### src/rtl/lhm_ram.sv
// generic single-write, single-read synchronous ram with registered read data
// no dependencies
module lhm_ram #(
  parameter int WIDTH = 8,
  parameter int DEPTH = 16
) (
  input  logic                     clk,
  input  logic                     wr_en,
  input  logic [$clog2(DEPTH)-1:0] wr_addr,
  input  logic [WIDTH-1:0]         wr_data,
  input  logic [$clog2(DEPTH)-1:0] rd_addr,
  output logic [WIDTH-1:0]         rd_data
);

  logic [WIDTH-1:0] mem_r [DEPTH];
  logic [WIDTH-1:0] rd_data_r;

  always_ff @(posedge clk) begin
    if (wr_en) begin
      mem_r[wr_addr] <= wr_data;
    end
    rd_data_r <= mem_r[rd_addr];
  end

  assign rd_data = rd_data_r;

endmodule

### config.mk
export PLATFORM = sky130hd
export DESIGN_NAME = lhm_ram
export DESIGN_NICKNAME = d
export VERILOG_FILES = /design/src/rtl/lhm_ram.sv
export SDC_FILE = /design/constraint.sdc
export NUM_CORES = 1
export LEC_CHECK = 0
export BUFFER_PORTS_ARGS = -buffer_cell sky130_fd_sc_hd__buf_2
export CORE_AREA = 2 2 93 131
export CTS_BUF_LIST = sky130_fd_sc_hd__clkbuf_2 sky130_fd_sc_hd__clkbuf_4 sky130_fd_sc_hd__clkbuf_8
export DETAILED_ROUTE_END_ITERATION = 10
export DIE_AREA = 0 0 95 133
export GPL_TIMING_DRIVEN = 0
export PLACE_DENSITY_LB_ADDON = 0.15
export SLEW_MARGIN = 20
export SYNTH_ARGS = -nofsm -noshare
export SYNTH_HDL_FRONTEND = slang
export SYNTH_SLANG_ARGS = --single-unit
### constraint.sdc
create_clock -name clk -period 1.6 [get_ports clk]
set_input_delay 0.16 -clock clk [delete_from_list [all_inputs] [get_ports clk]]
set_output_delay 0.16 -clock clk [all_outputs]
set_load 0.01 [all_outputs]
==> flow_summary.yaml <==
clock_network:
  post_cts_resized: 0
  cts_root_buffer: "clkbuf_8"
  cts_buffer_depth: 2
  htree_num_levels: 4
  postCtsSetupRepairBufs: 0
  clkLatencyLatePin_ns: 0.42
  cts_hold_buf: 0
  cts-buffers-inserted: 17
  cts.sinks: 136
  path_clk_slew_ns: 0.07
  cts_tree: "built"
logic_synthesis:
  ys_seq_area_share_pct: 77.8
  syn-cell-area_sq_um: 5150
  synthCells: 229
  synth.distinct_cells: 19
  synth_fp_nets: 247
  avgSynthCellArea_sq_um: 22.5
  synth.ff_latch_count: 136
  yosys_warnings: 0
worst_setup_path:
  required_ns: 1.92
  path_cells: "mux4_1, a22oi_1, nand2_1"
  cp.arrival_ns: 1.73
  max_stage_delay_ns: 0.56
  worst-path-buf-inv: 0
  rrSetupSlack_ns: 0.18
  r2r-end: "rd_data[3]"
  worstRegToRegCells: 3
  setup.worst_path.end_class: "flop"
  cp_slowest_cell: "mux4_1"
  cp-start-kind: "flop"
  cp_max_fo: 1
  cp_top_family: "multiplexers"
  regToRegStartpoint: "mem_r[1][3]"
  critical_path_class: "reg2reg"
hold_path:
  min_to: "mem_r[4][6]"
  hold_path.startpoint: "wr_data[6]"
  hold_depth: 1
  min_path_type: "in2reg"
power_and_ir_drop:
  p_leak_nw: 1.95
  p_seq_share_pct: 56.7
  p_per_area_nw_per_um2: 1210
  switching_share_pct: 20.4
  p_sw_mw: 1.44
  pwr-share-clk_pct: 37.8
  max-vdd-ir-drop_v: 0.000910
  p_int_mw: 5.61
  combPwrFrac_pct: 5.5
timing:
  fmax_mhz: 704
  tightest_slew_ns: 0.854
  tns_ns: 0
  finClkSkew_ns: 0.00946
  rsz0062_at_grt: "false"
  final-setup-viol-count: 0
  fin_crit_ns: 1.42
  finalHoldViolCount: 0
  finalCritPeriodShare_pct: 88.7
  relSlewSlack_pct: 42.9
  slew_viol_final: 0
  hold_slack_ns: 0.130
floorplanning:
  num_rows: 47
  start_util_pct: 44.4
  die_h_um: 133
  io_pins: 26
  die-area_sq_um: 12600
  die_w_um: 95
  core_sq_um: 11600
global_route:
  grt_start_max_net_pins: 17
  grt_pass1_wl_mm: 14.5
  antenna_found_initial: 0
  grt_usage_pct: 17.3
  grt_pass1_vias: 2432
  grt.overflow.total: 0
status:
  status: "completed"
drt:
  wl_mm: 9.90
  ant_nets: 0
  vias: 2358
  dr.pass1.iters: 5
  drcViolationCount: 0
  vias_per_cell: 5.46
  wire_per_inst_um: 22.9
  drtIter0Drc: 236
finish:
  areaGrowthSynthToFinish_pct: 13.7
  diodes: 0
  fin_nets: 290
  fill_cells: 954
  drive_above_1_share_pct: 31.2
flow_run:
  drv_cap: 0
placed_design:
  placement.io_buffers: 24
  place_congestion: 0.756
  hpwl_mm: 6.36
-- worst register-to-register path, stage by stage (launching register included) --
cell	delay, ns
edfxtp_1	0.35
mux4_1	0.56
a22oi_1	0.32
nand2_1	0.09
-- final cells by class --
type | instances | area [sq um] | area share (%)
timing repair buffer | 24 | 120 | 2.05
buffer | 10 | 86.3 | 1.48
sequential | 136 | 4000 | 68.4
tap | 147 | 184 | 3.14
multi-input combinational | 83 | 1080 | 18.4
clock buffer | 23 | 279 | 4.77
clock inverter | 9 | 101 | 1.73
-- layer usage --
layer / GRT usage [%] / share of wire, %
met5: 0 / 0
met4: 6.60 / 1.8
met3: 5.87 / 5.4
met2: 27.9 / 52
met1: 21.6 / 41
-- power groups by stage --
| stage | Sequential (mW) | Combinational [mW] | Clock [mW] |
|---|---|---|---|
| 3_5_place_dp | 4.08 | 0.400 | 0 |
| 6_report | 4.00 | 0.391 | 2.67 |
| 4_1_cts | 4.00 | 0.400 | 2.72 |
| 2_1_floorplan | 4.09 | 0.202 | 0 |
| 3_3_place_gp | 4.07 | 0.392 | 0 |
| 5_1_grt | 4.00 | 0.424 | 2.88 |
-- synth_stat cells --
master / instances / area, sq um
nor2b_1: 1 / 6.26
nand3_1: 1 / 5.00
buf_4: 1 / 7.51
buf_6: 3 / 33.8
dfxtp_1: 8 / 160
mux4_1: 14 / 368
buf_2: 3 / 15.0
nor2_1: 13 / 48.8
mux4_2: 18 / 405
or3b_2: 1 / 8.76
a22oi_1: 16 / 120
clkdlybuf4s25_2: 3 / 30.0
and2_1: 1 / 6.26
nand2_1: 9 / 33.8
nand3b_1: 2 / 15.0
nor3_1: 4 / 20.0
nand2b_1: 2 / 12.5
and2b_1: 1 / 7.51
edfxtp_1: 128 / 3840
-- metrics by stage --
| stage | utilization [%] | setup WS, ns | area (sq um) | cells | total power [mW] |
|---|---|---|---|---|---|
| 2_1_floorplan | - | 0.174 | 5150 | 229 | 4.29 |
| 3_3_place_gp | 47.1 | -0.378 | 5460 | 400 | 4.46 |
| 3_5_place_dp | 47.2 | -0.270 | 5470 | 400 | 4.48 |
| 4_1_cts | 50.5 | 0.152 | 5850 | 432 | 7.11 |
| 5_1_grt | 50.5 | 0.119 | 5850 | 432 | 7.31 |
| 6_report | 50.5 | 0.180 | 5850 | 432 | 7.06 |
-- how the worst max path moves through the flow --
stage,slack [ns],cells after the start,endpoint,startpoint
4_1_cts,0.15,3,rd_data[3],mem_r[0][3]
3_3_place_gp,-0.38,3,mem_r[8][1],wr_addr[2]
5_1_grt,0.12,3,rd_data[3],mem_r[1][3]
3_5_place_dp,-0.27,3,mem_r[3][3],wr_addr[2]
2_1_floorplan,0.17,2,mem_r[3][0],wr_addr[2]
6_report,0.18,3,rd_data[3],mem_r[1][3]
-- cells by family (layout without fill, tap and decap cells) --
family	after synthesis	count (layout)	share of synthesized area [%]
flops	136	136	77.8
buf+inv	10	66	1.68
mux	32	32	15.0
simple gates	35	35	3.18
compound gates	16	16	2.33
-- flip-flops by register name, summed over array words and instances, names as in the netlist --
signal,flops
rd_data,8
mem_r,128
-- layout by cell type (no fill, tap or decap), drive strengths merged, types with 2 or more instances in the layout --
cell type / instances
a22oi: 16
buf: 31
bufinv: 2
clkbuf: 23
clkdlybuf4s25: 3
clkinv: 6
dfxtp: 8
edfxtp: 128
mux4: 32
nand2: 9
nand2b: 2
nand3b: 2
nor2: 13
nor3: 4
Power figures use the tool's default switching activity.
