### src/rtl/lhm_pkg.sv
// shared constants, types and helpers for the last-heard caller table
// no dependencies; imported by lhm_order, last_heard_mru_table, lhm_tb_pkg and tb
package lhm_pkg;

  localparam int ENTRIES      = 16;
  localparam int IDX_W        = $clog2(ENTRIES);
  localparam int CALLER_W     = 24;
  localparam int DEST_W       = 32;
  localparam int KIND_W       = 8;
  localparam int BYTE_W       = 8;
  localparam int ALIAS_BLOCKS = 4;
  localparam int BLK_W        = $clog2(ALIAS_BLOCKS);
  localparam int ALIAS_ROW_W  = 7 * BYTE_W;
  localparam int ALIAS_DEPTH  = ENTRIES * ALIAS_BLOCKS;
  localparam int ALIAS_AW     = IDX_W + BLK_W;
  localparam int CFG_IDX_W    = 8;

  localparam logic [KIND_W-1:0] KIND_ALIAS_FIRST = 8'h04;
  localparam logic [KIND_W-1:0] KIND_ALIAS_LAST  = 8'h07;
  localparam logic [BLK_W-1:0]  BLK_SHORT        = 2'd0;

  localparam logic [CFG_IDX_W-1:0] CFG_GROUP   = 8'd0;
  localparam logic [CFG_IDX_W-1:0] CFG_PRIVATE = 8'd1;

  localparam logic [KIND_W-1:0] GROUP_CODE_RST   = 8'h00;
  localparam logic [KIND_W-1:0] PRIVATE_CODE_RST = 8'h03;

  typedef enum logic [7:0] {
    ST_IDLE   = 8'b0000_0001,
    ST_DECIDE = 8'b0000_0010,
    ST_RANK   = 8'b0000_0100,
    ST_PICK   = 8'b0000_1000,
    ST_MOVE   = 8'b0001_0000,
    ST_ALIAS  = 8'b0010_0000,
    ST_READ   = 8'b0100_0000,
    ST_OUT    = 8'b1000_0000
  } state_t;

  typedef struct packed {
    logic                match_en;
    logic                rank_en;
    logic                pick_en;
    logic                move_en;
    logic [CALLER_W-1:0] src;
  } order_ctl_t;

  typedef struct packed {
    logic                hit;
    logic [IDX_W-1:0]    sel;
    logic [IDX_W-1:0]    front;
    logic [CALLER_W-1:0] front_caller;
  } order_sts_t;

  // first alias byte of a stored block; the short block keeps 6 bytes in the low bits
  function automatic logic [BYTE_W-1:0] alias_lead(input logic [BLK_W-1:0] blk,
                                                   input logic [ALIAS_ROW_W-1:0] row);
    logic [BYTE_W-1:0] lead;
    if (blk == BLK_SHORT) begin
      lead = row[ALIAS_ROW_W-BYTE_W-1 -: BYTE_W];
    end else begin
      lead = row[ALIAS_ROW_W-1 -: BYTE_W];
    end
    return lead;
  endfunction

endpackage

### src/rtl/lhm_order.sv
// caller ids and recency ranks: match, rank bucketing, pick and move-to-front
// depends on lhm_pkg
module lhm_order (
  input  logic               clk,
  input  logic               rst_n,
  input  lhm_pkg::order_ctl_t ctl,
  output lhm_pkg::order_sts_t sts
);
  import lhm_pkg::*;

  logic [CALLER_W-1:0] caller_r [ENTRIES];
  logic [IDX_W-1:0]    rank_r   [ENTRIES];
  logic [IDX_W-1:0]    rank_nxt [ENTRIES];
  logic [ENTRIES-1:0]  match_r;
  logic [ENTRIES-1:0]  bucket_r;
  logic [ENTRIES-1:0]  bucket_nxt;
  logic [IDX_W-1:0]    sel_r;
  logic [IDX_W-1:0]    front_r;
  logic                hit_r;

  logic [ENTRIES-1:0]  front_vec;
  logic [ENTRIES-1:0]  lru_vec;
  logic [IDX_W-1:0]    lru_idx;
  logic                pick_found;
  logic [IDX_W-1:0]    pick_rank;
  logic [IDX_W-1:0]    pick_idx;
  logic [IDX_W-1:0]    move_rank;

  // ranks are a permutation, so or-encoding gives the single owner
  always_comb begin
    lru_idx = '0;
    for (int i = 0; i < ENTRIES; i++) begin
      front_vec[i] = (rank_r[i] == '0);
      lru_vec[i]   = (rank_r[i] == IDX_W'(ENTRIES - 1));
      if (lru_vec[i]) begin
        lru_idx = lru_idx | IDX_W'(i);
      end
    end
  end

  // matching entries sorted into one bit per rank
  always_comb begin
    bucket_nxt = '0;
    for (int i = 0; i < ENTRIES; i++) begin
      if (match_r[i]) begin
        bucket_nxt[rank_r[i]] = 1'b1;
      end
    end
  end

  // lowest matching rank, then the entry holding it
  always_comb begin
    pick_found = 1'b0;
    pick_rank  = '0;
    pick_idx   = '0;
    for (int r = ENTRIES - 1; r >= 0; r--) begin
      if (bucket_r[r]) begin
        pick_found = 1'b1;
        pick_rank  = IDX_W'(r);
      end
    end
    for (int i = 0; i < ENTRIES; i++) begin
      if (match_r[i] && (rank_r[i] == pick_rank)) begin
        pick_idx = pick_idx | IDX_W'(i);
      end
    end
  end

  always_comb begin
    move_rank = rank_r[sel_r];
    for (int i = 0; i < ENTRIES; i++) begin
      if (IDX_W'(i) == sel_r) begin
        rank_nxt[i] = '0;
      end else if (rank_r[i] < move_rank) begin
        rank_nxt[i] = rank_r[i] + 1'b1;
      end else begin
        rank_nxt[i] = rank_r[i];
      end
    end
  end

  always_ff @(posedge clk) begin
    if (!rst_n) begin
      for (int i = 0; i < ENTRIES; i++) begin
        caller_r[i] <= '0;
        rank_r[i]   <= IDX_W'(i);
      end
      match_r  <= '0;
      bucket_r <= '0;
      sel_r    <= '0;
      front_r  <= '0;
      hit_r    <= 1'b0;
    end else begin
      if (ctl.match_en) begin
        for (int i = 0; i < ENTRIES; i++) begin
          match_r[i] <= (caller_r[i] == ctl.src);
        end
      end
      if (ctl.rank_en) begin
        bucket_r <= bucket_nxt;
      end
      if (ctl.pick_en) begin
        hit_r <= pick_found;
        sel_r <= pick_found ? pick_idx : lru_idx;
      end
      if (ctl.move_en) begin
        for (int i = 0; i < ENTRIES; i++) begin
          rank_r[i] <= rank_nxt[i];
        end
        if (!hit_r) begin
          caller_r[sel_r] <= ctl.src;
        end
        front_r <= sel_r;
      end
    end
  end

  assign sts.hit          = hit_r;
  assign sts.sel          = sel_r;
  assign sts.front        = front_r;
  assign sts.front_caller = caller_r[front_r];

  a_front_unique: assert property (@(posedge clk) disable iff (!rst_n)
    $onehot(front_vec)) else $error("rank zero not held by exactly one entry");

  a_lru_unique: assert property (@(posedge clk) disable iff (!rst_n)
    $onehot(lru_vec)) else $error("last rank not held by exactly one entry");

  a_front_tracks: assert property (@(posedge clk) disable iff (!rst_n)
    front_vec[front_r]) else $error("front index out of step with ranks");

endmodule

### config.mk
export PLATFORM = sky130hd
export DESIGN_NAME = lhm_order
export DESIGN_NICKNAME = d
export VERILOG_FILES = /design/src/rtl/lhm_pkg.sv /design/src/rtl/lhm_order.sv
export SDC_FILE = /design/constraint.sdc
export NUM_CORES = 1
export LEC_CHECK = 0
export ABC_AREA = 0
export BUFFER_PORTS_ARGS = -buffer_cell sky130_fd_sc_hd__buf_2
export CAP_MARGIN = 30
export CORE_UTILIZATION = 55
export CTS_CLUSTER_SIZE = 10
export DETAILED_ROUTE_END_ITERATION = 16
export GPL_TIMING_DRIVEN = 0
export PLACE_DENSITY_LB_ADDON = 0.15
export SKIP_LAST_GASP = 1
export SYNTH_ARGS = -nofsm -noshare
export SYNTH_HDL_FRONTEND = slang
export SYNTH_SLANG_ARGS = --single-unit
### constraint.sdc
create_clock -name clk -period 3.9 [get_ports clk]
set_clock_uncertainty 0.15 [all_clocks]
set_input_delay 0.39 -clock clk [delete_from_list [all_inputs] [get_ports clk]]
set_output_delay 0.39 -clock clk [all_outputs]
set_load 0.02 [all_outputs]
==> flow_metrics.tcl <==
set metrics [dict create \
    net-switching-power_mw 4.358 \
    die_h_um 244.2 \
    finalSetupViolations 8 \
    hold_class "input pin to register" \
    cellLeakagePower_nw 13.65 \
    yosys_warnings 0 \
    synth_fp_nets 3023 \
    drc_errors 0 \
    holdWs_ns 0.1301 \
    cap_violations 0 \
    seq_area_sq_mm 0.01444 \
    syn_to_final_growth_pct 11.06 \
    synth_edf_count 448 \
    synth.area.top_cells "edfxtp_1 (42%), mux4_2 (9.8%), xor2_1 (7.1%), and3_1 (6.9%), xnor2_1 (5.6%)" \
    violations "negative setup slack" \
    multiInputGateArea_sq_mm 0.01670 \
    seqPwrFrac_pct 45.5 \
    rows 88 \
    ys_seq_area_share_pct 44.74 \
    clk_pin_slew_ns 0.06 \
    nFillCells 4468 \
    drt-initial-drc-count 5516 \
    grt_pass1_vias 26534 \
    slowest_stage "a2111oi_1" \
    min_period_ns 3.987 \
    synth_cell_types 67 \
    ys_seq_elements 497 \
    p_per_area_mw_per_mm2 390.3 \
    start_util_pct 55.82 \
    gp_congestion 1.139 \
    arrival_ns 4.34 \
    grt_pass1_wl_um 196600 \
    antenna_found_initial 5 \
    netlist_area_sq_mm 0.03226 \
    vias 28284 \
    crit_required_ns 4.25 \
    cts_root_buffer "clkbuf_16" \
    dieArea_sq_mm 0.05964 \
    avgSynthCellArea_sq_um 11.20 \
    cts.sink_count 497 \
    first_pass_iters 8 \
    switching_share_pct 31.16 \
    io_buffers 36 \
    path_cells "nor4_1 -> o21ai_0 -> a21oi_1 -> o21ai_0 -> a2111oi_1 -> a31oi_1 -> a41oi_1" \
    status "complete, but fails checks" \
    cts_tree "built" \
    worst_setup_path_start_kind "register" \
    period_share_pct 102.2 \
    combPwrFrac_pct 20.0 \
    synth_top_area_cell "edfxtp_1" \
    drv_slew 0 \
    timing.final.ws_setup_ns -0.08738 \
    insertion_delay_ns 0.63 \
    cts_hold_buf 0 \
    slowest_delay_ns 0.96 \
    h-tree-depth 2 \
    ant_nets 0 \
    finalPower_mw 13.99 \
    cts_buffer_depth 3 \
    routed_wl_um 143900 \
    overflow 0 \
    worst_pin_slew_ns 1.192 \
    cts_buffers 56 \
    p_clk_share_pct 34.5 \
    core_area_sq_mm 0.05781 \
    hpwlAfterDp_um 115500 \
    syn_inst 2881 \
    internal_power_mw 9.628 \
    critical-path-top-delay-family "compound AO/OA/AOI/OAI gates" \
    path_class "register to register" \
    die_w_um 244.2 \
    async_flop_share_pct 0 \
    drive_gt1_share_pct 11.47 \
    synth_top_flop_cell "edfxtp_1" \
    end_kind "register" \
    nets 3159 \
    synth_top_area_share_pct 41.70 \
    cp_common_cell "o21ai_0" \
    track_usage_pct 47.52 \
    post_drt_wl_per_cell_um 37.78 \
    grt_max_degree 25 \
    slew_headroom_pct 20.50 \
    final_hold_viol_count 0 \
    fmax_mhz 250.8 \
    peakVddDrop_mv 0.4036 \
    critical_path.max_fanout 9 \
    crit_buf_inv 0 \
    pin_count 63 \
    avgViaCountPerCell 7.426 \
]
## power groups by stage
| stage | logic [mW] | clock network, mW | registers, mW |
|---|---|---|---|
| finish | 2.80 | 4.82 | 6.37 |
| global route | 2.85 | 4.90 | 6.37 |
| CTS | 2.58 | 4.71 | 6.34 |
| detailed placement | 2.54 | 0 | 6.45 |
| global placement | 2.42 | 0 | 6.44 |
| floorplan | 1.57 | 0 | 6.35 |
## worst min-delay path, stage by stage
cell      delay [ns]
clkbuf_1        0.19
mux2i_1         0.20
nor2b_1         0.07
## through the flow
stage	cells	worst slack, ns	instance area, sq um	TNS (ns)	utilization [%]
3_5_place_dp	3704	-1.282	33850	-87.03	58.56
6_report	3809	-0.08738	35830	-0.2079	61.99
5_1_grt	3807	-0.01475	35830	-0.04287	61.98
2_1_floorplan	2881	0.1096	32260	0	-
3_3_place_gp	3682	-1.535	33400	-523.34	57.78
4_1_cts	3788	0.03652	35500	0	61.41
## layer usage
metal,vias up,global-route usage (%),part of all wire (%)
li1,11059,-,-
met1,13882,65.16,37
met2,2950,63.34,39
met3,387,25.49,20
met4,6,16.14,4.3
met5,-,0,0.024
## layout make-up
type | count | share of cell area, %
antenna | 2 | 0.01397
buffer | 286 | 3.198
clock buffer | 78 | 4.201
clock inverter | 5 | 0.08729
inverter | 39 | 0.4400
multi-input combinational | 2055 | 46.60
sequential | 497 | 40.30
tap | 765 | 2.671
timing repair buffer | 82 | 2.483
## registers in the layout (all words and copies together), names as in the netlist, named ones only
register and count:
front_r 4, rank_r 64, hit_r 1, match_r 16
bucket_r 16, caller_r 384, sel_r 4
## Yosys cell counts (all sizes together), types with 16 or more instances
library cell and number:
a211oi 19, o21ai 87, a21oi 22, xnor2 206, ha 112, and2 52
clkbuf 248, nand3 208, nor3 48, nand2 87, mux4 140, a31oi 35
and3 357, xor2 261, nor2b 49, o21bai 16, dfxtp 49, buf 42
nor2 62, nor4 68, nand4 113, edfxtp 448, inv 39
## repair_timing
item | in CTS | in global routing
endpoints found under the setup margin | 88 | 79
setup buffers | 5 | 2
pin swaps | 0 | 1
gates resized for setup | 32 | 15
## cells by family after synthesis
group | count (synthesis) | synth area share (%)
compound gates | 257 | 5.538
xor+xnor | 467 | 12.70
fa+ha+maj | 112 | 4.343
buf+inv | 329 | 3.955
flops | 497 | 44.74
mux | 144 | 9.896
simple gates | 1075 | 18.83
## path summary, 6_finish.rpt
path	startpoint	endpoint	slack (ns)	cells after the start
worst max-delay path	bucket_r[0]$_SDFFE_PN0P_	register	-0.09	7
worst min-delay path	ctl[24]	front_r[3]$_SDFFE_PN0P_	0.13	3
worst max register to register	bucket_r[0]$_SDFFE_PN0P_	register	-0.09	7
worst min register to register	front_r[2]$_SDFFE_PN0P_	front_r[2]$_SDFFE_PN0P_	0.40	2
## cells in the final DEF, fill, tap and decap left out, types with 11 or more instances in the layout
master	Yosys	routed
clkbuf_1	248	256
a21oi_1	22	22
inv_1	39	36
and2_1	52	52
nor2_1	62	62
ha_1	112	112
nand3_1	208	208
o21bai_1	16	16
nand2b_1	12	12
o21ai_2	0	12
nor4_1	67	67
buf_8	0	28
nor3_1	48	48
nor2b_1	49	49
dfxtp_1	49	45
a31oi_1	35	27
o21a_1	11	11
o21ai_0	87	73
xnor2_1	205	205
clkbuf_16	0	57
and3_1	357	357
buf_1	35	31
mux4_2	140	140
nand4_1	113	113
a211oi_1	18	18
edfxtp_1	448	448
nand2_1	87	87
xor2_1	261	261
buf_2	2	41
Power figures use the tool's default switching activity.
